## config.mk

```make
export PLATFORM = sky130hd
export DESIGN_NAME = ots_front
export DESIGN_NICKNAME = d
export VERILOG_FILES = /design/src/ots_pkg.sv /design/src/ots_front.sv
export SDC_FILE = /design/constraint.sdc
export NUM_CORES = 1
export LEC_CHECK = 0
export ABC_CLOCK_PERIOD_IN_PS = 5700
export BUFFER_PORTS_ARGS = -buffer_cell sky130_fd_sc_hd__clkbuf_2
export CAP_MARGIN = 10
export CORE_MARGIN = 2
export CORE_UTILIZATION = 40
export CTS_CLUSTER_DIAMETER = 60
export DETAILED_ROUTE_END_ITERATION = 16
export GPL_ROUTABILITY_DRIVEN = 1
export PLACE_DENSITY = 0.72
export SYNTH_ARGS = -nofsm -noshare
export SYNTH_HDL_FRONTEND = slang
export SYNTH_SLANG_ARGS = --single-unit
```

## constraint.sdc

```tcl
create_clock -name i_clk -period 5.7 [get_ports i_clk]
set_input_delay 1.14 -clock i_clk [delete_from_list [all_inputs] [get_ports i_clk]]
set_output_delay 1.14 -clock i_clk [all_outputs]
set_load 0.02 [all_outputs]
```

## src/ots_pkg.sv

```systemverilog
// Shared types, constants and codes for the offload target selector.
package ots_pkg;

    // Table geometry
    localparam int TABLE_DEPTH = 64;
    localparam int IDX_W       = $clog2(TABLE_DEPTH);
    localparam int CNT_W       = $clog2(TABLE_DEPTH + 1);

    // Field widths
    localparam int ID_W   = 16;
    localparam int UTIL_W = 16;
    localparam int BLAT_W = 20;
    localparam int LAT_W  = BLAT_W + 1;
    localparam int DEC_W  = 3;

    // Front/back queue (power of two so pointers wrap naturally)
    localparam int QUEUE_DEPTH = 2;
    localparam int QPTR_W      = $clog2(QUEUE_DEPTH);

    // Configuration registers
    localparam int                CFG_IDX_W      = 1;
    localparam int                CFG_DATA_W     = 16;
    localparam logic [CFG_IDX_W-1:0] CFG_OWN_EDGE  = 1'b0;
    localparam logic [CFG_IDX_W-1:0] CFG_LOCAL_CAP = 1'b1;
    localparam logic [UTIL_W-1:0] CAPACITY_RESET = 16'd14;

    // Request commands
    localparam logic CMD_UPDATE = 1'b0;
    localparam logic CMD_TASK   = 1'b1;

    // Decision codes
    localparam logic [DEC_W-1:0] DEC_SERVE_HERE = 3'd0;
    localparam logic [DEC_W-1:0] DEC_OTHER_EDGE = 3'd1;
    localparam logic [DEC_W-1:0] DEC_LOCAL_NODE = 3'd2;
    localparam logic [DEC_W-1:0] DEC_CLOUD      = 3'd3;
    localparam logic [DEC_W-1:0] DEC_UPDATED    = 3'd4;
    localparam logic [DEC_W-1:0] DEC_FULL       = 3'd5;

    typedef struct packed {
        logic              cmd;
        logic [ID_W-1:0]   edge_id;
        logic [ID_W-1:0]   node_id;
        logic [UTIL_W-1:0] utility;
        logic [BLAT_W-1:0] base_latency;
        logic [BLAT_W-1:0] extra_latency;
    } t_req;

    typedef struct packed {
        logic [DEC_W-1:0] decision;
        logic [ID_W-1:0]  target_edge;
        logic [ID_W-1:0]  target_node;
    } t_rsp;

    // Classified work item
    typedef enum logic [1:0] {
        JOB_UPDATE,
        JOB_HERE,
        JOB_SCAN
    } t_kind;

    typedef struct packed {
        t_kind             kind;
        logic [ID_W-1:0]   edge_id;
        logic [ID_W-1:0]   node_id;
        logic [UTIL_W-1:0] utility;
        logic [LAT_W-1:0]  latency;
    } t_job;

    // Queue status seen by the front and back
    typedef struct packed {
        logic full;
        logic empty;
    } t_qstat;

    typedef struct packed {
        logic [ID_W-1:0]   edge_id;
        logic [ID_W-1:0]   node_id;
        logic [UTIL_W-1:0] utility;
        logic [LAT_W-1:0]  latency;
    } t_entry;

    typedef enum logic [1:0] {
        ST_IDLE,
        ST_SCAN,
        ST_FINISH
    } t_state;

endpackage

```

## src/ots_front.sv

```systemverilog
// Front end: accepts requests, classifies them and sums the latency parts.
module ots_front import ots_pkg::*; (
    input  logic              i_clk,
    input  logic              i_rst_n,
    input  logic [UTIL_W-1:0] i_local_capacity,
    input  logic              i_in_valid,
    input  t_req              i_in_req,
    output logic              o_in_stall,
    output logic              o_push,
    output t_job              o_push_job,
    input  t_qstat            i_qstat
);

    logic r_vld;
    logic n_vld;
    t_job r_job;
    t_job n_job;
    logic accept;

    assign o_in_stall = r_vld && i_qstat.full;
    assign accept     = i_in_valid && !o_in_stall;
    assign o_push     = r_vld && !i_qstat.full;
    assign o_push_job = r_job;

    // Classify: update, serve here, or table scan
    always_comb begin
        n_job.edge_id = i_in_req.edge_id;
        n_job.node_id = i_in_req.node_id;
        n_job.utility = i_in_req.utility;
        n_job.latency = {1'b0, i_in_req.base_latency} + {1'b0, i_in_req.extra_latency};
        if (i_in_req.cmd == CMD_UPDATE) begin
            n_job.kind = JOB_UPDATE;
        end else if (i_local_capacity >= i_in_req.utility) begin
            n_job.kind = JOB_HERE;
        end else begin
            n_job.kind = JOB_SCAN;
        end
    end

    always_comb begin
        if (accept) begin
            n_vld = 1'b1;
        end else if (o_push) begin
            n_vld = 1'b0;
        end else begin
            n_vld = r_vld;
        end
    end

    always_ff @(posedge i_clk) begin
        if (!i_rst_n) begin
            r_vld <= 1'b0;
        end else begin
            r_vld <= n_vld;
        end
    end

    always_ff @(posedge i_clk) begin
        if (accept) begin
            r_job <= n_job;
        end
    end

endmodule

```

After elaboration in Yosys (flattened, before gate mapping)
Index checks and enable logic that the tools add are counted.
Storage, ports and cells
  output and inout bits: 73
  bits of input ports: 110
  word-level logic and storage cells: 17
  flip-flop bits (word level): 72
Operators by class
  muxes and demuxes: 3
  reduce and logical (&&, ||, !) cells: 6
  order comparisons: 1
  $add $sub $neg: 1
Operators by type and width (number)
  $add A20 B20 Y21: 1
  $ge A16 B16 Y1: 1
  $logic_and A1 B1 Y1: 3
  $logic_not A1 Y1: 2
  $mux W1: 2
  $mux W2: 1
  $reduce_bool A2 Y1: 1

Depth between registers and ports, before layout
Gate-level depths: netlist of run 1.
  depth in word-level cells: 4
  gate-level depth with buffers: 8
  mapped depth without buffers: 8

Worst setup path before layout of run 1
Ideal clock, no wire load.
  path type: input to register
  from: input i_qstat[1] in the netlist's numbering
  to: register r_job (netlist bit o_push_job[0]) (enable)
  arrival: 4.540 ns
  path buffers: 0
  required time: 5.192 ns
  library setup time: 0.508 ns
  slack: 0.653 ns
  stages on the path: 2
  cells stage by stage: and2_1 > nor2b_1
Between the ends
  word-level cells in the longest chain between the ends: 3
Ends and longest elaborated chain
  start, declared: line ots_front.sv:11  | input t_qstat i_qstat
  $logic_and A1 B1 Y1: line ots_front.sv:20  | assign o_in_stall = r_vld && i_qstat.full;
  $logic_not A1 Y1: line ots_front.sv:21  | assign accept = i_in_valid && !o_in_stall;
  $logic_and A1 B1 Y1: line ots_front.sv:21
  named net accept: line ots_front.sv:18  | logic accept;
  end signal, assigned: line ots_front.sv:60  | r_job <= n_job;
  end, declared: line ots_front.sv:16  | t_job r_job;
The timed path passes the listed nets, and every way through them passes these cells.
A chain may end at the register's enable or synchronous reset.

==> results.json, run 1 <==
{
  "postCtsSetupBuffers": 0,
  "grt_pass1_vias": 2723,
  "numCtsBuffers": 9,
  "crit_type": "in2reg",
  "fin_area_um2": 4830,
  "top_usage_layer": "met2",
  "die_area_um2": 9790,
  "ir_drop_v": 0.0000955,
  "ios": 183,
  "clockBufferDepth": 2,
  "port_buffers": 181,
  "post-route-drc-count": 0,
  "antenna_found_initial": 0,
  "fillCellCount": 734,
  "cts_root_buf": "clkbuf_8",
  "maxCapViolations": 0,
  "path_max_fanout": 4,
  "grt.overflow.total": 0,
  "rrSetupSlack_ns": 3.53,
  "relSlewSlack_pct": 37.9,
  "num_vias": 2776,
  "timing.rr.end": "o_push_job[36]",
  "gp_congestion": 0.837,
  "yosysWarnings": 0,
  "drive_above_1_share_pct": 46.3,
  "p_switching_mw": 0.399,
  "ant_nets": 0,
  "nets": 598,
  "cts_resized": 0,
  "post_drt_wl_per_cell_um": 14.3,
  "globalRouteMet2Util_pct": 28.1,
  "fmax_mhz": 334,
  "finalCriticalPeriod_ns": 2.99,
  "syn_nets": 407,
  "track_usage_pct": 16.7,
  "clockPowerShare_pct": 28.5,
  "p_leak_nw": 2.27,
  "initial_core_util_pct": 41.3,
  "htree_num_levels": 3,
  "grt_setup_unrepaired": "no",
  "crit_arrival_ns": 3.09,
  "place_hpwl_um": 6550,
  "intPower_mw": 0.922,
  "cts_sinks": 72,
  "outcome": "finished clean",
  "p_sw_share_pct": 30.2,
  "synthArstFlopShare_pct": 0,
  "cts_tree": "built",
  "reg2regPathDepth": 3,
  "yosys_register_bits": 72,
  "core-area_um2": 8720,
  "pwr_density_cell_nw_per_um2": 273,
  "fin_tns_setup_ns": 0,
  "hold_viol": 0,
  "synth-edff-count": 71,
  "grt_use_met1_pct": 20.8,
  "synthFlopType": "edfxtp_1",
  "slew_violations": 0,
  "critPathCaptureType": "register",
  "clock_skew_ns": 0.00620,
  "pwr-share-comb_pct": 22.5,
  "insertion_delay_ns": 0.34,
  "crit_start": "i_in_req[0]",
  "critPathLaunchType": "input pin",
  "drt_iter0_drc": 71,
  "worst_slew_pin_slew_ns": 0.930,
  "drtPass1Iterations": 4,
  "placed_area_um2": 4650,
  "seqPwrFrac_pct": 49.0,
  "grtUsageMet3_pct": 3.97,
  "finalSetupViolCount": 0,
  "path_clk_slew_ns": 0.08,
  "cts_hold_buf": 0,
  "dieHeight_um": 98.9,
  "reg2reg_from": "r_vld",
  "ys_types": 47,
  "postSynthCellCount": 260,
  "yosysSeqAreaShare_pct": 59.7,
  "diodes": 0,
  "grt_pass1_wl_um": 12900,
  "syn_area_um2": 3610,
  "hp-class": "reg2reg",
  "cp-endpoint": "o_push_job[18]",
  "syn-mean-instance-area_um2": 13.9,
  "wirelength_um": 8070,
  "rows": 34,
  "grt_max_degree": 40,
  "chipWidth_um": 98.9,
  "required_ns": 5.80,
  "area_growth_pct": 34.0,
  "min_period_over_period_pct": 52.5,
  "routed_via_density": 4.92
}
cells in the mapped netlist, types with 3 or more instances:
library cell	n	area share (%)
inv_1	20	2.1
ha_1	36	12
o21ai_1	3	0.42
xnor2_1	10	2.4
and3_1	4	0.69
a21o_1	10	2.1
edfxtp_1	71	59
o21bai_1	3	0.62
nor2_1	9	0.94
nand2_1	14	1.5
a21oi_1	20	2.8
and2_1	4	0.69
xor2_1	6	1.5
o21ai_0	4	0.56
a211oi_1	4	0.83
nand3_1	4	0.56
nor3_1	4	0.56
logic make-up (layout without fill, tap and decap cells):
kind of cell | Yosys count | after routing | synth area share (%)
compound gates | 66 | 66 | 14.5
buf+inv | 22 | 218 | 2.50
xor+xnor | 16 | 16 | 3.89
fa+ha+maj | 37 | 37 | 13.0
simple gates | 47 | 47 | 6.35
flops | 72 | 72 | 59.7
critical path, cell delays in order:
cell	delay, ns
clkbuf_2	0.08
ha_1	0.21
fa_1	0.43
a211oi_1	0.34
o21a_2	0.24
o32ai_4	0.13
a21oi_4	0.19
nor3_1	0.07
a311o_1	0.27
placed cells by master, fill, tap and decap left out, types with 2 or more instances in the layout:
cell        instances
a2111oi_4           2
a211oi_1            4
a21o_1             10
a21oi_1            20
a21oi_2             2
and2_1              4
and3_1              4
clkbuf_2          181
clkbuf_8            9
clkinvlp_4          3
edfxtp_1           71
ha_1               36
inv_1              20
inv_6               3
nand2_1            14
nand3_1             4
nand4_1             2
nor2_1              9
nor3_1              4
o21ai_0             4
o21ai_1             3
o21bai_1            3
xnor2_1            10
xor2_1              6
per-layer routing:
layer,routed length [um],vias to the layer above
met3,676,10
met1,3290,1272
li1,-,1376
met2,3970,118
met4,129,0
met5,0,-
how the worst min path moves through the flow:
stage,startpoint,slack [ns],to,cells past startpoint
global placement,r_vld,0.64,r_vld,2
finish,r_vld,0.67,r_vld,2
detailed placement,r_vld,0.66,r_vld,2
floorplan,r_vld,0.71,r_vld,2
global route,r_vld,0.72,r_vld,2
CTS,r_vld,0.68,r_vld,2
state kept, by name (all words and copies together), names as in the netlist:
| signal | flops |
|---|---|
| o_push_job | 71 |
| r_vld | 1 |
final cells by class:
cell class | instances | area, um^2 | area share (%)
well taps | 108 | 135 | 2.80
inverters | 20 | 75.1 | 1.55
clock buffers | 9 | 124 | 2.56
multi-input cells | 166 | 1370 | 28.4
flip-flops and latches | 72 | 2150 | 44.5
repair buffers | 182 | 913 | 18.9
clock inverters | 7 | 60.1 | 1.24
per-stage QoR:
step	cells	hold slack (ns)	util [%]	power [mW]	setup WS (ns)
6_report	564	0.666	55.4	1.32	2.71
5_1_grt	564	0.716	55.4	1.39	2.57
4_1_cts	564	0.677	55.4	1.34	2.70
3_5_place_dp	548	0.657	53.3	0.960	2.31
3_3_place_gp	548	0.638	53.3	0.953	2.36
2_1_floorplan	260	0.713	-	0.853	0.653
power groups by stage:
stage,Combinational [mW],Clock (mW),Sequential [mW]
floorplan,0.137,0,0.715
global placement,0.294,0,0.659
finish,0.297,0.376,0.647
detailed placement,0.300,0,0.660
CTS,0.300,0.389,0.648
global route,0.327,0.408,0.652
No activity file was read; power rests on OpenSTA's default activity.
==> inputs of run 2 (changes only) <==
ABC_AREA = 1   (was not set)
ABC_CLOCK_PERIOD_IN_PS = 3000   (was 5700)
PLACE_DENSITY = 0.71   (was 0.72)
clock period = 3 ns   (was 5.7 ns; I/O delays follow)
==> results.json, run 2 <==
{
  "yosysWarnings": 0,
  "rows": 35,
  "htree_num_levels": 3,
  "cp_top_family": "adder cells",
  "synthFlopType": "edfxtp_1",
  "area_growth_pct": 33.2,
  "synthTopCellsByCount": "nand2_1, edfxtp_1, inv_1, ha_1, nor2_1",
  "yosysSeqAreaShare_pct": 55.8,
  "finalNonFillerCells": 711,
  "final_common_cell": "clkbuf_2",
  "chipWidth_um": 102,
  "worstPathCellList": "clkbuf_2, ha_1, fa_1, a21oi_2, o21ai_2, nand2_1, nand2_1, nand2_1, nand2_1",
  "maxCapViolations": 0,
  "post-route-drc-count": 0,
  "num_vias": 3277,
  "initial_core_util_pct": 41.6,
  "placed_cells": 695,
  "ant_nets": 0,
  "placed_area_um2": 4950,
  "required_ns": 3.12,
  "finalSetupViolCount": 0,
  "ys_types": 27,
  "routed_via_density": 4.61,
  "postCtsSetupBuffers": 0,
  "pre_cts_ws_ns": 0.741,
  "fmax_mhz": 536,
  "cts_sinks": 72,
  "hp-class": "in2reg",
  "post_drt_wl_per_cell_um": 13.0,
  "cts_root_buf": "clkbuf_8",
  "drive_above_1_share_pct": 36.9,
  "grt_max_degree": 72,
  "synthArstFlopShare_pct": 0,
  "fin_area_um2": 5140,
  "grt.overflow.total": 0,
  "layout_common_cells": "clkbuf_2, nand2_1, edfxtp_1",
  "dieHeight_um": 102,
  "relSlewSlack_pct": 74.1,
  "cts_resized": 0,
  "die_area_um2": 10400,
  "path_clk_slew_ns": 0.09,
  "slew_violations": 0,
  "diodes": 0,
  "fin_ws_ns": 1.13,
  "place_hpwl_um": 7460,
  "syn-mean-instance-area_um2": 10.0,
  "grt_pass1_wl_um": 14200,
  "critPathCaptureType": "register",
  "cts_hold_buf": 0,
  "drt_iter0_drc": 108,
  "syn_area_um2": 3860,
  "yosysTopAreaCellShare_pct": 55.3,
  "clockBufferDepth": 2,
  "hold_viol": 0,
  "critPathBufInv": 1,
  "yosys_register_bits": 72,
  "gp_congestion": 0.904,
  "nets": 724,
  "insertion_delay_ns": 0.36,
  "critPathLaunchType": "input pin",
  "core-area_um2": 9280,
  "ir_drop_v": 0.000229,
  "crit_top_cell": "nand2_1",
  "min_period_over_period_pct": 62.2,
  "p_leak_nw": 2.66,
  "crit_type": "in2reg",
  "finalCriticalPeriod_ns": 1.87,
  "fillCellCount": 848,
  "outcome": "finished clean",
  "multi_input_area_um2": 1480,
  "clock_skew_ns": 0.00790,
  "pwr_density_cell_nw_per_um2": 494,
  "grt_pass1_vias": 3159,
  "ios": 183,
  "cts_tree": "built",
  "track_usage_pct": 17.9,
  "whs_ns": 0.412,
  "wirelength_um": 9270,
  "drtPass1Iterations": 4,
  "synth.area.top_cells": "edfxtp_1, ha_1, nand2_1, inv_1, a21oi_1",
  "postSynthCellCount": 384,
  "synth_most_common_cell": "nand2_1",
  "syn_nets": 531,
  "numCtsBuffers": 9,
  "path_max_fanout": 4,
  "fin_tns_setup_ns": 0,
  "worst_slew_pin_slew_ns": 0.388,
  "port_buffers": 181,
  "cp_slowest_cell": "fa_1",
  "synth-edff-count": 71,
  "seq_area_um2": 2150,
  "grt_setup_unrepaired": "no",
  "antenna_found_initial": 0,
  "largest_reg_flops": 71,
  "critPathMaxStageDelay_ns": 0.47,
  "synth_top_area_cell": "edfxtp_1",
  "crit_arrival_ns": 1.99
}
## run 2: cell count changes after synthesis, sizes merged, moves of 3 or more
cell	previous run	this run
nand2	14	112
inv	20	61
nand3	4	23
nor2	9	25
a21o	10	2
xnor2	10	3
and3	4	0
o21ai	8	4
a211oi	4	1
and2	4	1
## run 2: final cells by class
| class | count | share of cell area [%] |
|---|---|---|
| Clock inverter | 7 | 1.24 |
| Sequential cell | 72 | 41.9 |
| Multi-Input combinational cell | 250 | 28.8 |
| Clock buffer | 9 | 2.41 |
| Inverter | 62 | 4.53 |
| Tap cell | 129 | 3.14 |
| Timing Repair Buffer | 182 | 18.0 |
## run 2: where the power goes
part	switching, mW	internal, mW
registers	0.0207	1.21
clock network	0.415	0.318
logic	0.367	0.216
total	0.802	1.74
## run 2: routing by layer
metal	track usage (%)	up-vias	part of all wire (%)
li1	-	1672	-
met1	19.9	1440	38
met2	31.4	144	50
met3	4.99	21	9.5
met4	8.82	0	3.0
met5	0	-	0
## run 2: worst paths after layout
check,slack (ns),depth (start not counted),end,from
worst min-delay path,0.41,1,o_push_job[47],i_in_req[66]
worst max-delay path,1.13,9,o_push_job[16],i_in_req[0]
worst min register to register,0.50,2,r_vld,r_vld
worst max register to register,1.73,4,o_push_job[34],r_vld
## run 2: logic make-up (layout without fill, tap and decap cells)
group / count (synthesis) / after routing / share of synthesized area [%]
AO/OA/AOI/OAI: 33 / 33 / 4.93
XOR/XNOR: 9 / 9 / 2.04
adder cells (fa/ha/maj): 37 / 37 / 12.2
buffers and inverters: 62 / 260 / 6.03
flip-flops: 72 / 72 / 55.8
AND/OR/NAND/NOR: 171 / 171 / 19.0
## run 2: through the flow
| step | power, mW | utilization, % |
|---|---|---|
| after global placement | 1.82 | 53.4 |
| after floorplan | 1.61 | - |
| after global routing | 2.69 | 55.4 |
| after detailed placement | 1.83 | 53.4 |
| after CTS | 2.57 | 55.4 |
| final | 2.54 | 55.4 |
