==> src/ots_pkg.sv <==
// Shared types, constants and codes for the offload target selector.
package ots_pkg;

    // Table geometry
    localparam int TABLE_DEPTH = 64;
    localparam int IDX_W       = $clog2(TABLE_DEPTH);
    localparam int CNT_W       = $clog2(TABLE_DEPTH + 1);

    // Field widths
    localparam int ID_W   = 16;
    localparam int UTIL_W = 16;
    localparam int BLAT_W = 20;
    localparam int LAT_W  = BLAT_W + 1;
    localparam int DEC_W  = 3;

    // Front/back queue (power of two so pointers wrap naturally)
    localparam int QUEUE_DEPTH = 2;
    localparam int QPTR_W      = $clog2(QUEUE_DEPTH);

    // Configuration registers
    localparam int                CFG_IDX_W      = 1;
    localparam int                CFG_DATA_W     = 16;
    localparam logic [CFG_IDX_W-1:0] CFG_OWN_EDGE  = 1'b0;
    localparam logic [CFG_IDX_W-1:0] CFG_LOCAL_CAP = 1'b1;
    localparam logic [UTIL_W-1:0] CAPACITY_RESET = 16'd14;

    // Request commands
    localparam logic CMD_UPDATE = 1'b0;
    localparam logic CMD_TASK   = 1'b1;

    // Decision codes
    localparam logic [DEC_W-1:0] DEC_SERVE_HERE = 3'd0;
    localparam logic [DEC_W-1:0] DEC_OTHER_EDGE = 3'd1;
    localparam logic [DEC_W-1:0] DEC_LOCAL_NODE = 3'd2;
    localparam logic [DEC_W-1:0] DEC_CLOUD      = 3'd3;
    localparam logic [DEC_W-1:0] DEC_UPDATED    = 3'd4;
    localparam logic [DEC_W-1:0] DEC_FULL       = 3'd5;

    typedef struct packed {
        logic              cmd;
        logic [ID_W-1:0]   edge_id;
        logic [ID_W-1:0]   node_id;
        logic [UTIL_W-1:0] utility;
        logic [BLAT_W-1:0] base_latency;
        logic [BLAT_W-1:0] extra_latency;
    } t_req;

    typedef struct packed {
        logic [DEC_W-1:0] decision;
        logic [ID_W-1:0]  target_edge;
        logic [ID_W-1:0]  target_node;
    } t_rsp;

    // Classified work item
    typedef enum logic [1:0] {
        JOB_UPDATE,
        JOB_HERE,
        JOB_SCAN
    } t_kind;

    typedef struct packed {
        t_kind             kind;
        logic [ID_W-1:0]   edge_id;
        logic [ID_W-1:0]   node_id;
        logic [UTIL_W-1:0] utility;
        logic [LAT_W-1:0]  latency;
    } t_job;

    // Queue status seen by the front and back
    typedef struct packed {
        logic full;
        logic empty;
    } t_qstat;

    typedef struct packed {
        logic [ID_W-1:0]   edge_id;
        logic [ID_W-1:0]   node_id;
        logic [UTIL_W-1:0] utility;
        logic [LAT_W-1:0]  latency;
    } t_entry;

    typedef enum logic [1:0] {
        ST_IDLE,
        ST_SCAN,
        ST_FINISH
    } t_state;

endpackage

==> src/ots_fifo.sv <==
// Short job queue between the front end and the table engine.
module ots_fifo import ots_pkg::*; (
    input  logic   i_clk,
    input  logic   i_rst_n,
    input  logic   i_push,
    input  t_job   i_push_job,
    input  logic   i_pop,
    output t_job   o_pop_job,
    output t_qstat o_qstat
);

    t_job              r_mem [QUEUE_DEPTH];
    logic [QPTR_W-1:0] r_wptr;
    logic [QPTR_W-1:0] r_rptr;
    logic [QPTR_W:0]   r_cnt;
    logic              do_push;
    logic              do_pop;

    assign o_qstat.full  = (r_cnt == (QPTR_W+1)'(QUEUE_DEPTH));
    assign o_qstat.empty = (r_cnt == '0);
    assign do_push       = i_push && !o_qstat.full;
    assign do_pop        = i_pop && !o_qstat.empty;
    assign o_pop_job     = r_mem[r_rptr];

    always_ff @(posedge i_clk) begin
        if (!i_rst_n) begin
            r_wptr <= '0;
            r_rptr <= '0;
            r_cnt  <= '0;
        end else begin
            if (do_push) begin
                r_wptr <= r_wptr + 1'b1;
            end
            if (do_pop) begin
                r_rptr <= r_rptr + 1'b1;
            end
            if (do_push && !do_pop) begin
                r_cnt <= r_cnt + 1'b1;
            end else if (do_pop && !do_push) begin
                r_cnt <= r_cnt - 1'b1;
            end
        end
    end

    always_ff @(posedge i_clk) begin
        if (do_push) begin
            r_mem[r_wptr] <= i_push_job;
        end
    end

endmodule

==> config.mk <==
export PLATFORM = sky130hd
export DESIGN_NAME = ots_fifo
export DESIGN_NICKNAME = d
export VERILOG_FILES = /design/src/ots_pkg.sv /design/src/ots_fifo.sv
export SDC_FILE = /design/constraint.sdc
export NUM_CORES = 1
export LEC_CHECK = 0
export BUFFER_PORTS_ARGS = -buffer_cell sky130_fd_sc_hd__buf_2
export CORE_MARGIN = 4
export CORE_UTILIZATION = 50
export CTS_CLUSTER_SIZE = 14
export DETAILED_ROUTE_END_ITERATION = 12
export GPL_TIMING_DRIVEN = 0
export PLACE_DENSITY_LB_ADDON = 0.12
export SLEW_MARGIN = 0
export SYNTH_ARGS = -nofsm -noshare
export SYNTH_HDL_FRONTEND = slang
export SYNTH_SLANG_ARGS = --single-unit
==> constraint.sdc <==
create_clock -name i_clk -period 5.46 [get_ports i_clk]
set_input_delay 0.273 -clock i_clk [delete_from_list [all_inputs] [get_ports i_clk]]
set_output_delay 0.273 -clock i_clk [all_outputs]
set_load 0.005 [all_outputs]
# Yosys cells after proc, flatten, opt, wreduce, memory -nomap -nowiden
# Memories as Yosys holds them, arrays and structs flattened. A register that Yosys moved wholly into a read port is not among the register bits.
# Cells that the tools add are included.
dict set report totals {
  latch_bits 0
  mem_bits_rw 142
  elab_cells 25
  memories 1
  output_inout_bits 73
  input_bits 75
  mem_bits_ro 0
  ff_bits 4
}
# memory depth width rd rd_clocked_by_memory_dff write_ports line
set memory_table {}
lappend memory_table {r_mem 2 71 1 1 1 ots_fifo.sv:12} ;# t_job r_mem [QUEUE_DEPTH];
dict set report op_classes {
  n_reduce_logical 10
  div_mod_pow 0
  order_cmp 0
  eq_ne 1
  n_mux 6
  add_sub_neg 4
  n_bitwise 0
  n_mul 0
  shift 0
}
# op count
set ops {}
lappend ops {{logical AND 1 bit} 4}
lappend ops {{zero test 1 bit} 4}
lappend ops {{two-way mux 1 bit} 4}
lappend ops {{two-way mux 2 bit} 2}
lappend ops {{adder 1 bit, second input constant} 2}
lappend ops {{adder 2 x 1 -> 2 bit, second input constant} 1}
lappend ops {{== test 2 bit, second input constant} 1}
lappend ops {{zero test 2 bit} 1}
lappend ops {{nonzero test 2 bit} 1}
lappend ops {{subtractor 2 x 1 -> 2 bit, second input constant} 1}

# Longest topological paths before layout
# Gate-level depths: netlist of run 1.
dict set report logic_depth {
  ltp_word 7
  mapped_depth 7
  depth_no_buf 7
}

# Worst setup path before layout of run 1
# OpenSTA, ideal clock, no wires.
dict set report synth_path {
  kind {register to register}
  from {reg r_cnt[0]}
  to {mem r_mem[0][0] in the netlist's numbering (enable)}
  n_path_buf 0
  synth_period_minus_slack_ns 3.831
  stages_incl_launch_ff 4
  arrival_time_ns 3.342
  setup_time_ns 0.489
  slack_ns 1.629
  cell_sequence {dfxtp_1 > nand2b_1 > inv_2 > nor3_2}
}
# element line
set synth_rtl {}
lappend synth_rtl {{start, declared} ots_fifo.sv:15} ;# logic [QPTR_W:0] r_cnt;
lappend synth_rtl {{start signal, assigned} ots_fifo.sv:38} ;# r_cnt <= r_cnt + 1'b1;
lappend synth_rtl {{start signal, assigned} ots_fifo.sv:40} ;# r_cnt <= r_cnt - 1'b1;
lappend synth_rtl {{end, declared} ots_fifo.sv:12}

# Worst setup path in the final report of run 1
dict set report layout_path {
  from {reg r_cnt[0]}
  to {mem r_mem[0][14] in the netlist's numbering (enable)}
}
dict set report layout_between {
  elab_chain_len 5
}
# element line
set layout_rtl {}
lappend layout_rtl {{== test 2 bit} ots_fifo.sv:19} ;# assign o_qstat.full = (r_cnt == (QPTR_W+1)'(QUEUE_DEPTH));
lappend layout_rtl {{zero test 1 bit} ots_fifo.sv:21} ;# assign do_push = i_push && !o_qstat.full;
lappend layout_rtl {{logical AND 1 bit} ots_fifo.sv:21}
lappend layout_rtl {{two-way mux 1 bit} ots_fifo.sv:46} ;# if (do_push) begin
lappend layout_rtl {{two-way mux 1 bit (implied by the code)} ots_fifo.sv:47} ;# r_mem[r_wptr] <= i_push_job;
# Every way passes these cells.

==> results of run 1 <==
==> cells in the final DEF (no fill, tap or decap), types with 2 or more instances in the layout <==
cell type      count
mux2_2            71
xnor2_1            2
clkinv_4           2
buf_2            148
buf_16             2
clkinv_2           2
clkbuf_16         16
clkbuf_1           4
dfxtp_1            5
and2_1             3
bufinv_16          3
clkinv_1           3
dlygate4sd3_1     71
buf_4              7
buf_8              3
edfxtp_1         142
nor2_1             2
==> per-stage QoR <==
step	hold WS, ns	util [%]
2_1_floorplan	0.372	-
3_3_place_gp	0.461	60.4
3_5_place_dp	0.464	61.5
4_1_cts	0.0120	73.8
5_1_grt	0.0119	73.8
6_report	0.0353	73.8
==> synthesized netlist by cell type <==
cell type,number,area (µm²)
a21boi_0,1,7.51
a21boi_1,1,7.51
and2_1,3,18.8
and3_1,1,6.26
buf_2,1,5.00
buf_4,7,52.6
dfxtp_1,5,100
edfxtp_1,142,4260
ha_1,1,12.5
inv_1,1,3.75
inv_2,1,3.75
mux2_2,71,800
nand2b_1,1,6.26
nor2_1,2,7.51
nor3_2,1,10.0
o21a_1,1,7.51
o21ai_0,1,5.00
o21ai_1,1,5.00
or3_1,1,6.26
xnor2_1,2,17.5
xor2_1,1,8.76
==> worst paths after layout <==
kind | cells after the start | end | startpoint | slack [ns]
worst max-delay path | 5 | r_mem[0][14]$_DFFE_PP_ | r_cnt[0]$_SDFFE_PN0P_ | 3.40
worst max register to register | 5 | r_mem[0][14]$_DFFE_PP_ | r_cnt[0]$_SDFFE_PN0P_ | 3.40
worst min register to register | 2 | r_cnt[1]$_SDFFE_PN0P_ | r_cnt[1]$_SDFFE_PN0P_ | 0.54
worst min-delay path | 2 | r_cnt[0]$_SDFFE_PN0P_ | i_rst_n | 0.04
==> routing by layer <==
metal  up-vias  wire length (µm)  track usage [%]
li1       1462                 -                -
met5         -                 0                0
met4         0                66             7.22
met2       101              5450             29.6
met1      1455              4010             18.8
met3         4               661             6.03
==> cells by family (layout without fill, tap and decap cells) <==
| kind of cell | after synthesis | after routing | synth area share (%) |
|---|---|---|---|
| buffers and inverters | 10 | 265 | 1.21 |
| adder cells (fa/ha/maj) | 1 | 1 | 0.234 |
| multiplexers | 71 | 71 | 14.9 |
| flip-flops | 147 | 147 | 81.5 |
| AND/OR/NAND/NOR | 9 | 9 | 1.03 |
| AO/OA/AOI/OAI | 5 | 5 | 0.607 |
| XOR/XNOR | 3 | 3 | 0.491 |
==> area by class of cell <==
class,count,area [µm²],area share [%]
clock buffer,21,429,5.61
tap,136,170,2.22
multi-input combinational,89,937,12.3
buffer,8,57.6,0.752
inverter,2,7.51,0.0982
timing repair buffer,223,1550,20.2
clock inverter,11,136,1.78
sequential,147,4360,57.1
==> flip-flops by register name, summed over array words and instances (netlist names), named ones only <==
| signal | cells |
|---|---|
| r_mem | 142 |
| r_cnt | 2 |
| r_wptr | 1 |
| r_rptr | 1 |
==> power breakdown <==
| part | switching, mW | leakage, nW | internal (mW) |
|---|---|---|---|
| clock | 0.405 | 0.272 | 0.690 |
| sequential | 0.0372 | 1.37 | 1.42 |
| combinational | 0.358 | 1.28 | 0.427 |
| total | 0.801 | 2.92 | 2.53 |
==> critical path, delay by kind of cell, from the launching register on <==
kind | cells | cell delay (ns)
flops | 1 | 0.43
buf+inv | 3 | 0.49
simple gates | 2 | 0.84
==> out/results.txt, run 1 <==
Post-Route WL: 10200 µm
Crit-path max FO: 14
Root Buffer: clkbuf_8
Final Hold Vio Count: 0
P&R area growth vs syn: 42.8%
Number of synthesized register bits: 147
Number of global-route vias before repair: 3322
Slew Limit Fails: 0
RSZ-0062 raised after global routing: false
CTS clk-pin slew, worst paths: 0.06 ns
Distinct cell type count after synthesis: 21
Non-filler cells, final: 637
Clock sink count: 147
Worst-Skew Late Latency: 0.51 ns
Outcome: completed
Setup bufs post-CTS: 0
CTS tree: yes
Setup TNS: 0 ns
Global-route wire length before repair: 16200 µm
Largest net degree at the start of global routing: 46
GR Overflow Total: 0
DRT iter0 DRCs: 115
Max_cap viols: 0
Maximum clock path buffer count: 2
Proportion of layout cells with a drive suffix above 1: 51.7%
Number of filler cells placed in the layout: 664
Initial Util: 51.6%
Setup crit end kind: flip-flop
Drt wl/cell: 16.0 µm
CP Launch Type: flip-flop
FMAX: 0.484 GHz
Post-cts gate resize count: 0
Post-Syn Nets: 322
Peak VDD IR: 0.248 mV
GRT Util Overall: 17.0%
Row count: 37
Dpl cells: 534
Pre-CTS setup slack: 3.36 ns
Final WS setup: 3.40 ns
Die Span Y: 111 µm
CP cell instances: nand2b_1, inv_2, nor3_4, buf_8, buf_8
Hold Crit Class: in -> reg
Final Wtd Congestion: 0.711
Ys Warns: 0
Worst Max-Slew Pin Slew: 0.843 ns
Port bufs: 147
Sequential cell area fraction in the yosys report: 81.5%
Pre-antenna DRT Iters: 4
Vias/cell: 4.74
CTS H-tree lvls: 4
Mapped Cells: 246
Num CTS Buffers: 17
Slew headroom: 43.6%
Syn avg cell area: 21.8 µm²
Chip width: 111 µm
Fin crit share: 37.8%
Pwr Total: 3.33 mW
Critical Path Most Common Cell: buf_8
Routed via count: 3022
Tmin final: 2.06 ns
Hold Buf Count CTS: 71
Die Area: 12400 µm²
Final instance area: 7650 µm²
Dpl hpwl: 6380 µm
Leak Pwr: 2.92 nW
Worst setup path category: reg -> reg
Post-DRT Antenna Nets: 0
Worst Skew: 0.0156 ns
PD cells: 436 nW/µm²
Critical path arrival: 2.28 ns
Post-DP Area: 6370 µm²
Core area: 10400 µm²
Synthesized area: 5360 µm²
Crit path required time: 5.67 ns
IO Count: 148
Initial antenna violation count: 0
# diodes: 0
Net count, final: 564
Max incr delay on CP: 0.65 ns
Slowest CP cell: nor3_4
Final setup violation count: 0
Remaining DRCs: 0
Note: power is estimated with default switching activity, not from simulation.
==> run 2: changes to the inputs <==
Clock period 5.46 ns to 2 ns, I/O delays scaled along.
==> out/results.txt, run 2 (synthesis gave the netlist of run 1 again) <==
Outcome: completed
Die Area: 12400 µm²
Port bufs: 147
Slew Limit Fails: 0
Most frequent cells in the layout: 148 x buf_2, 142 x edfxtp_1, 73 x dlygate4sd3_1
Worst setup path category: reg -> out
Number of global-route vias before repair: 3365
Number of filler cells placed in the layout: 674
FF-to-FF Start: r_cnt[0]$_SDFFE_PN0P_
P&R area growth vs syn: 43.4%
Proportion of layout cells with a drive suffix above 1: 52.4%
Core area: 10400 µm²
Critical Path Most Common Cell: buf_2
Hold path start: i_pop
IO Count: 148
PD cells: 1190 nW/µm²
GRT Util Overall: 17.7%
Fin crit share: 92.9%
Row count: 37
FMAX: 0.538 GHz
Crit path to: o_pop_job[13]
Final setup violation count: 0
Delay-heaviest family, CP: buffers and inverters
Hold Crit Class: in -> reg
P_sw: 2.20 mW
CTS H-tree lvls: 4
Non-filler cells, final: 638
Reg2Reg Setup Slack: 0.36 ns
Slew headroom: 70.8%
Vias/cell: 4.79
Sw Ratio: 24.1%
Peak VDD IR: 0.611 mV
# diodes: 0
Drt wl/cell: 16.1 µm
Setup crit end kind: output port
Post-Route WL: 10300 µm
CTS clk-pin slew, worst paths: 0.06 ns
Largest net degree at the start of global routing: 44
R2r endpoint: r_mem[0][37]$_DFFE_PP_
Net count, final: 567
CTS tree: yes
Reg2Reg Depth: 6
RSZ-0062 raised after global routing: false
Post-cts gate resize count: 0
Max_cap viols: 0
Crit path depth: 4
Area of the multi-input gates: 945 µm²
Remaining DRCs: 0
Pwr Total: 9.11 mW
Routed via count: 3059
Post-Route Utilization: 74.1%
Initial antenna violation count: 0
Leak Pwr: 2.94 nW
Most common cell after layout, fill and taps aside: buf_2
Internal Pwr Total: 6.91 mW
CP cell instances: buf_2, buf_4, mux2_2, buf_2
Biggest regs: r_mem (142), r_cnt (2)
Maximum clock path buffer count: 2
Flop pwr share: 43.7%
Gate power share: 23.9%
Dpl hpwl: 6460 µm
Setup TNS: 0 ns
Crit path required time: 1.90 ns
Final Hold Vio Count: 0
Root Buffer: clkbuf_8
Max incr delay on CP: 0.35 ns
Crit-path max FO: 10
Tmin final: 1.86 ns
Clock power frac: 32.4%
Worst-Skew Late Latency: 0.51 ns
CP Launch Type: flip-flop
Initial Util: 51.6%
Worst Path Buf+Inv: 3
GR Overflow Total: 0
Most flop-heavy register: r_mem
Pre-antenna DRT Iters: 4
Worst Skew: 0.00691 ns
Die Span Y: 111 µm
Hold slack: 0.0408 ns
Num CTS Buffers: 17
DRT iter0 DRCs: 142
Post-DRT Antenna Nets: 0
Chip width: 111 µm
Storage cell area: 4370 µm²
Worst Max-Slew Pin Slew: 0.438 ns
Global-route wire length before repair: 16800 µm
Final Wtd Congestion: 0.690
Max FFs per register: 142
Clock sink count: 147
Critical path arrival: 1.76 ns
Slowest CP cell: mux2_2
Dpl cells: 534
run 2: worst min-delay path by stage:
stage	endpoint	slack, ns	cells past startpoint
detailed placement	r_mem[0][55]$_DFFE_PP_	0.29	1
global route	r_rptr$_SDFFE_PN0P_	0.06	4
floorplan	r_mem[0][0]$_DFFE_PP_	0.20	0
global placement	r_mem[1][44]$_DFFE_PP_	0.29	1
CTS	flip-flop	0.02	4
finish	r_rptr$_SDFFE_PN0P_	0.04	4
run 2: worst min-delay path: stages:
cell and delay, ns:
buf_2 0.08, o21ai_1 0.08, xnor2_1 0.15, and2_1 0.12
run 2: layout make-up:
| class | count | area share [%] |
|---|---|---|
| Inverter | 2 | 0.130 |
| Clock buffer | 17 | 5.39 |
| Buffer | 8 | 0.749 |
| Multi-Input combinational cell | 89 | 12.3 |
| Tap cell | 136 | 2.22 |
| Clock inverter | 13 | 1.87 |
| Sequential cell | 147 | 56.8 |
| Timing Repair Buffer | 226 | 20.5 |
run 2: per-layer routing:
layer,track usage [%],part of all wire [%],vias up
met1,20.0,38,1476
met4,7.22,1.1,0
met2,30.6,54,104
met5,0,0,-
li1,-,-,1469
met3,6.30,6.3,10
run 2: per-stage QoR:
step                      area (µm²)  setup WS, ns
after floorplan                 5370        -0.707
after global placement          6280         -1.66
after detailed placement        6380        -0.249
after CTS                       7680        0.0628
after global routing            7680        0.0142
final                           7680         0.142
run 2: what timing repair did:
item | CTS | global route
setup buffers | 1 | 0
hold buffers | 73 | 0
setup endpoints to repair | 30 | 0
hold endpoints to repair | 147 | 0
run 2: power groups by stage:
stage,combinational (mW),sequential (mW),clock (mW)
finish,2.18,3.98,2.95
global route,2.38,4.02,3.19
CTS,2.22,3.98,3.02
detailed placement,2.08,4.04,0
global placement,1.95,4.05,0
floorplan,1.18,4.03,0
==> run 3: changes to the inputs <==
Settings changed: CELL_PAD_IN_SITES_DETAIL_PLACEMENT set to 0, CELL_PAD_IN_SITES_GLOBAL_PLACEMENT set to 2, CORE_UTILIZATION 50 to 38.
==> out/results.txt, run 3 (synthesis gave the netlist of run 1 again) <==
Leak Pwr: 2.97 nW
Most frequent cells in the layout: 148 x buf_2, 142 x edfxtp_1, 72 x dlygate4sd3_1
Row count: 43
CP Launch Type: flip-flop
Crit path to: o_pop_job[34]
Largest net degree at the start of global routing: 40
Tmin final: 1.77 ns
Met1 Usage GRT: 15.8%
Storage cell area: 4370 µm²
IO Count: 148
Slew headroom: 67.5%
Post-DP Area: 6470 µm²
Final setup violation count: 0
PD cells: 1200 nW/µm²
Met3 Use GR: 4.25%
Drt wl/cell: 15.0 µm
GRT Util Overall: 13.3%
Dpl hpwl: 6830 µm
Critical path arrival: 1.67 ns
Dpl cells: 578
Post-Route WL: 10300 µm
Die Span Y: 127 µm
Met2 GRT Util: 22.1%
Worst setup path category: reg -> out
Initial antenna violation count: 0
Outcome: completed
FMAX: 0.567 GHz
Final instance area: 7820 µm²
Reg2Reg Setup Slack: 0.30 ns
Number of global-route vias before repair: 3263
Die Area: 16100 µm²
P&R area growth vs syn: 45.9%
Most common cell after layout, fill and taps aside: buf_2
R2r endpoint: r_mem[1][29]$_DFFE_PP_
Max FFs per register: 142
Net count, final: 567
CTS clk-pin slew, worst paths: 0.05 ns
Remaining DRCs: 0
Worst-Skew Late Latency: 0.41 ns
Post-DRT Antenna Nets: 0
RSZ-0062 raised after global routing: false
Setup crit end kind: output port
Reg2Reg Depth: 3
CTS tree: yes
CTS H-tree lvls: 4
Pre-antenna DRT Iters: 5
Most flop-heavy register: r_mem
Worst Max-Slew Pin Slew: 0.488 ns
Pre-CTS setup slack: -0.0245 ns
Final Wtd Congestion: 0.701
Final Hold Vio Count: 0
Slew Limit Fails: 0
Hold Crit Class: in -> reg
Area of the multi-input gates: 945 µm²
Peak VDD IR: 0.653 mV
Clock sink count: 147
Max_cap viols: 0
Routed via count: 3042
Core area: 13800 µm²
Crit-path max FO: 10
Proportion of layout cells with a drive suffix above 1: 52.4%
Crit path required time: 1.90 ns
Port bufs: 147
GR Overflow Total: 0
Hold path start: i_push
Vias/cell: 4.45
# diodes: 0
Num CTS Buffers: 17
Worst Skew: 0.00301 ns
FF-to-FF Start: r_cnt[0]$_SDFFE_PN0P_
Root Buffer: clkbuf_16
Number of filler cells placed in the layout: 1182
Fin crit share: 88.3%
Final WS setup: 0.235 ns
Initial Util: 38.7%
Chip width: 127 µm
DRT iter0 DRCs: 104
Busiest layer in global routing: met2
Non-filler cells, final: 684
Maximum clock path buffer count: 2
Biggest regs: r_mem (142), r_cnt (2)
Global-route wire length before repair: 16200 µm
[run 3: power breakdown]
part	total [mW]	internal [mW]	switching (mW)	leakage, nW
logic	2.24	1.25	0.997	1.32
clock network	3.18	2.06	1.12	0.287
registers	3.97	3.87	0.105	1.37
total	9.40	7.18	2.22	2.97
[run 3: final cells by class]
type | count | area share [%]
sequential | 147 | 55.9
inverter | 2 | 0.128
timing repair buffer | 226 | 20.7
multi-input combinational | 89 | 12.1
clock buffer | 19 | 5.54
buffer | 8 | 0.736
clock inverter | 13 | 2.11
tap | 180 | 2.88
[run 3: how the worst min path moves through the flow]
stage / endpoint / depth (start not counted)
2_1_floorplan: r_mem[0][0]$_DFFE_PP_ / 0
3_3_place_gp: r_mem[0][24]$_DFFE_PP_ / 1
3_5_place_dp: r_mem[0][1]$_DFFE_PP_ / 1
4_1_cts: r_wptr$_SDFFE_PN0P_ / 3
5_1_grt: r_wptr$_SDFFE_PN0P_ / 3
6_report: r_wptr$_SDFFE_PN0P_ / 3
[run 3: metrics by stage]
step           TNS, ns  power (mW)  hold slack [ns]  util (%)
6_report             0        9.40           0.0867      56.5
2_1_floorplan   -50.81        5.21            0.199         -
5_1_grt              0        9.87            0.104      56.5
3_5_place_dp    -0.629        6.20            0.291      46.8
4_1_cts              0        9.53           0.0659      56.3
3_3_place_gp   -161.08        6.05            0.287      45.8
[run 3: repair_timing]
action,in CTS,in global routing
pin swaps,1,1
setup endpoints to repair,30,30
setup buffers,0,2
endpoints found under the hold margin,147,0
resized for setup,0,0
hold buffers,72,0
[run 3: critical path, stage by stage (launching register included)]
cell and delay [ns]:
dfxtp_1 0.30, buf_2 0.22, buf_4 0.24, mux2_2 0.37, buf_2 0.13
[run 3: layer usage]
layer  share of wire, %  vias to the layer above  routed length, µm
met5                  0                        -                  0
met3                5.9                       16                607
met2                 51                       91               5250
met4                2.0                        0                202
met1                 41                     1472               4230
li1                   -                     1463                  -
